## config.mk

```make
export PLATFORM = sky130hd
export DESIGN_NAME = aes_ram
export DESIGN_NICKNAME = d
export VERILOG_FILES = /design/src/hw/rtl/aes_ram.sv
export SDC_FILE = /design/constraint.sdc
export NUM_CORES = 1
export LEC_CHECK = 0
export BUFFER_PORTS_ARGS = -buffer_cell sky130_fd_sc_hd__buf_4
export CORE_ASPECT_RATIO = 0.5
export CORE_MARGIN = 2
export CORE_UTILIZATION = 60
export CTS_BUF_LIST = sky130_fd_sc_hd__clkbuf_8
export CTS_CLUSTER_SIZE = 24
export DETAILED_ROUTE_END_ITERATION = 8
export PLACE_DENSITY = 0.83
export SLEW_MARGIN = 10
export SYNTH_ARGS = -nofsm -noshare
export SYNTH_HDL_FRONTEND = slang
export SYNTH_SLANG_ARGS = --single-unit
```

## constraint.sdc

```tcl
create_clock -name clk -period 15.4 [get_ports clk]
set_input_delay 3.08 -clock clk [delete_from_list [all_inputs] [get_ports clk]]
set_output_delay 3.08 -clock clk [all_outputs]
set_load 0.1 [all_outputs]
```

## src/hw/rtl/aes_ram.sv

```systemverilog
`timescale 1ns / 1ps
// ----------------------------------------------------------------------------
// AES generic RAM
// Single write port, single read port, registered read data.
// ----------------------------------------------------------------------------
module aes_ram #(
  parameter int WIDTH = 128,
  parameter int DEPTH = 11
) (
  input  logic                     clk,
  input  logic                     we,
  input  logic [$clog2(DEPTH)-1:0] waddr,
  input  logic [WIDTH-1:0]         wdata,
  input  logic [$clog2(DEPTH)-1:0] raddr,
  output logic [WIDTH-1:0]         rdata
);
  logic [WIDTH-1:0] mem [DEPTH];

  always_ff @(posedge clk) begin
    if (we) mem[waddr] <= wdata;
    rdata <= mem[raddr];
  end
endmodule

```

== Word level (Yosys, flattened, before mapping) ==
Memory sizes are Yosys's and may differ from the RTL's. A register that Yosys moved wholly into a read port is not among the register bits.
Cells that the tools add are included.
Widths: inputs -> output; s select.

* Memories: 1
* Output and inout port bits: 128
* RAM bits: 1408
* Bits in registers: 0
* Input port bits: 138
* Logic and storage cells: 3

* Mux-type cells: 2

{| class="wikitable"
|+ Memory list
! memory !! words !! bits a word !! rd ports !! clocked after memory_dff !! write ports !! line !! source
|-
| mem || 11 || 128 || 1 || 1 || 1 || 17 || <nowiki>logic [WIDTH-1:0] mem [DEPTH];</nowiki>
|}

{| class="wikitable"
|+ Operators with widths
! operator !! number
|-
| $mux 1 || 2
|}

== Depth between registers and ports, before layout ==
* Word-level depth: 2
* Gate-level depth with buffers: 6

== Least setup slack after synthesis ==
OpenSTA, ideal clock, no wires.

* Kind: input to register
* Start: input waddr[3]
* End: memory mem[0][0] (enable)
* Setup slack: 2.392 ns
* Library setup time: 0.774 ns
* Cell stages on the path: 2
* Data arrival time: 12.234 ns
* Required time: 14.626 ns
* Cell sequence: or3b_2 > nor3_1

{| class="wikitable"
|+ RTL lines
! element !! line !! source
|-
| from (decl) || 12 || <nowiki>input logic [$clog2(DEPTH)-1:0] waddr,</nowiki>
|-
| to (decl) || 17 ||
|}

No word-level cell before the write port.

==> results.txt <==
----------------------------------------------------
[Outcome]
  Status ... completed

[Setup path]
  Sort of element at the end of the critical path ... flip-flop
  Crit path launch type ... primary input
  Worst-path cell chain ... buf_8, nor2b_4, buf_4, buf_4, a22o_1, o31ai_1
  Signal arrival time at the worst endpoint ... 5960 ps
  CP Data Required Time ... 16110 ps
  Crit-path max cell delay ... 770 ps
  Category of the critical setup timing path ... in -> reg
  Cell repeated most along the worst path ... buf_4
  Biggest fanout along the worst timing path ... 116
  Worst path slowest cell ... buf_4

[Run]
  Number of maximum-capacitance violations ... 0

[Finish]
  Multi-input gate area ... 11700 um2
  Final Core Density ... 0.678
  Filler cell count ... 5602
  Reg area ... 44800 um2
  Layout Area Growth over Synthesis ... 12.3%
  Most common cell after layout, fill and taps aside ... edfxtp_1
  Commonest non-fill, non-tap cells in the layout ... edfxtp_1 (1408), mux2_2 (384), buf_4 (279)
  Net count of the finished layout ... 3472
  Ratio of cells with drive above 1 in the final layout ... 0.273
  Post-route insts no fill ... 4796

[Die]
  IO Pins ... 266
  Horizontal die dimension ... 442 um
  Std cell rows ... 80
  Core area ... 95100 um2
  Full die area ... 98400 um2
  Initial cell density of the core ... 0.604
  Die H ... 223 um

[Logic synthesis]
  Cell area after synthesis ... 57500 um2
  Number of unique standard cell types used by synthesis ... 20
  Number of nets produced by synthesis ... 3159
  Synth Register Bits ... 1536
  Post-synthesis cell count ... 3021
  Synth warnings ... 0
  Mean post-synth cell area ... 19.0 um2
  Register area share after synthesis ... 0.780

[Routing]
  TritonRoute pass-1 iters ... 5
  Detailed-route via count ... 29300
  WL per Instance ... 25.6 um
  DRC ... 0
  Detail Route Antenna Nets ... 0
  Average via count per standard cell ... 6.11
  Final Routed Wirelength ... 123 mm
  1st-iter DRT viols ... 2854

[Power and ir drop]
  Relative contribution of sequential cells to total power ... 0.568
  Logic pwr share ... 0.085
  Internal power consumption ... 0.00628 W
  Power per Cell Area ... 128 nW/um2
  Switching Share ... 0.241
  Net switching power ... 0.00199 W
  Leakage dissipation ... 22.0 nW
  Portion of total power attributed to the clock network ... 0.347
  Worst vdd ir ... 0.0000691 V

[STA]
  Minimum period implied by the final worst setup slack ... 5250 ps
  Final worst path period share ... 0.341
  Fin Clk Skew ... 21.0 ps
  Worst Tran Pin Value ... 1200 ps
  Setup TNS ... 0 ps
  Fmax ... 190 MHz
  Hold violation total from the final report ... 0
  Max transition margin ... 0.198
  Setup repair after global routing missed its margin ... false
  Final max-slew violation count ... 0
  Setup Viol. Count Final ... 0
  Setup slack after layout ... 10150 ps

[Global route]
  Via count of the first global-routing pass ... 30000
  Largest net degree at the start of global routing ... 167
  Number of antenna violations at the first check in global routing ... 17
  Global-route wire length before repair ... 182 mm
  Total global-route track usage ... 0.247
  Global route overflow ... 0

[Clock network]
  Buffer depth of the longest clock path ... 3
  # Post-CTS Setup Buffers ... 0
  Clock insertion delay at the later pin of the skew report ... 880 ps
  H-tree lvl count ... 4
  Post-CTS Hold Fix Bufs ... 0
  Clock-pin slew reported for the worst setup and hold paths after clock tree synthesis ... 70 ps
  CTS tree ... done
  Total clock buffers created by CTS ... 200
  Root Buffer ... clkbuf_8
  Sinks on Clock Net ... 1536
  Post-CTS Resized ... 0

[Place]
  Setup slack after placement ... 9390 ps
  Number of port buffers ... 265
  Detail Placement HPWL ... 54.7 mm
  Placed insts ... 4403
  Routability-driven placement congestion ratio ... 0.741

[Hold path]
  Kind of path behind the tightest hold check ... reg -> reg

----------------------------------------------------
==> metal layers <==
metal | global-route usage | up-vias | share of wire
li1 | - | 12800 | -
met1 | 0.316 | 15100 | 0.40
met2 | 0.427 | 1158 | 0.51
met3 | 0.0352 | 181 | 0.062
met4 | 0.107 | 2 | 0.027
met5 | 0 | - | 0.000098
==> worst max-delay path: cells and delay by family <==
kind | cells | cell delay, ps
and+or+nand+nor | 1 | 310
AOI/OAI and AO/OA | 2 | 360
buffers and inverters | 3 | 2020
==> cell families after synthesis <==
group | synth area share
muxes | 0.120
buffers and inverters | 0.0171
and+or+nand+nor | 0.0158
DFF | 0.780
AOI/OAI and AO/OA | 0.0669
==> cell usage after synthesis, drive strengths merged <==
library cell / count / area [um2]
clkbuf: 93 / 349
or3b: 1 / 8.76
nor2: 9 / 33.8
nor2b: 1 / 6.26
edfxtp: 1408 / 42300
dfxtp: 128 / 2560
o211ai: 128 / 961
buf: 91 / 632
nand3b: 2 / 15.0
o22ai: 128 / 801
mux2: 384 / 4320
nand2b: 131 / 820
a22o: 128 / 1120
mux2i: 256 / 2560
nor3: 3 / 15.0
o31ai: 128 / 961
nand2: 2 / 7.51
==> metrics by stage <==
step           power, W  hold WS [ps]  cell area [um2]
6_report        0.00827           565            64500
3_5_place_dp    0.00549           555            60600
3_3_place_gp    0.00547           549            60600
5_1_grt         0.00851           596            64500
4_1_cts         0.00830           562            64500
2_1_floorplan   0.00528           539            57500
==> final cells by class <==
class	count	share of cell area
sequential	1536	0.695
multi-input combinational	1301	0.182
clock buffer	239	0.0510
timing repair buffer	295	0.0372
tap	1271	0.0247
clock inverter	138	0.00927
antenna	16	0.000621
==> registers in the layout, summed over array words and instances, names as in the netlist <==
| signal | cells |
|---|---|
| mem | 1408 |
| rdata | 128 |
==> power by group through the flow <==
stage	registers (W)	logic [W]	clock network, W
detailed placement	0.00479	0.000701	0
global placement	0.00478	0.000686	0
global route	0.00470	0.000732	0.00307
floorplan	0.00503	0.000245	0
finish	0.00470	0.000705	0.00287
CTS	0.00470	0.000704	0.00290
==> path summary, 6_finish.rpt <==
| check | start | to | slack, ps | cells past startpoint |
|---|---|---|---|---|
| setup / recovery | raddr[1] | rdata[73] | 10150 | 6 |
| hold / removal | mem[10][8] | rdata[8] | 570 | 3 |
| setup reg to reg | mem[6][5] | rdata[5] | 14270 | 3 |
| hold reg to reg | mem[10][8] | rdata[8] | 570 | 3 |
(Power assumes the default switching activity.)
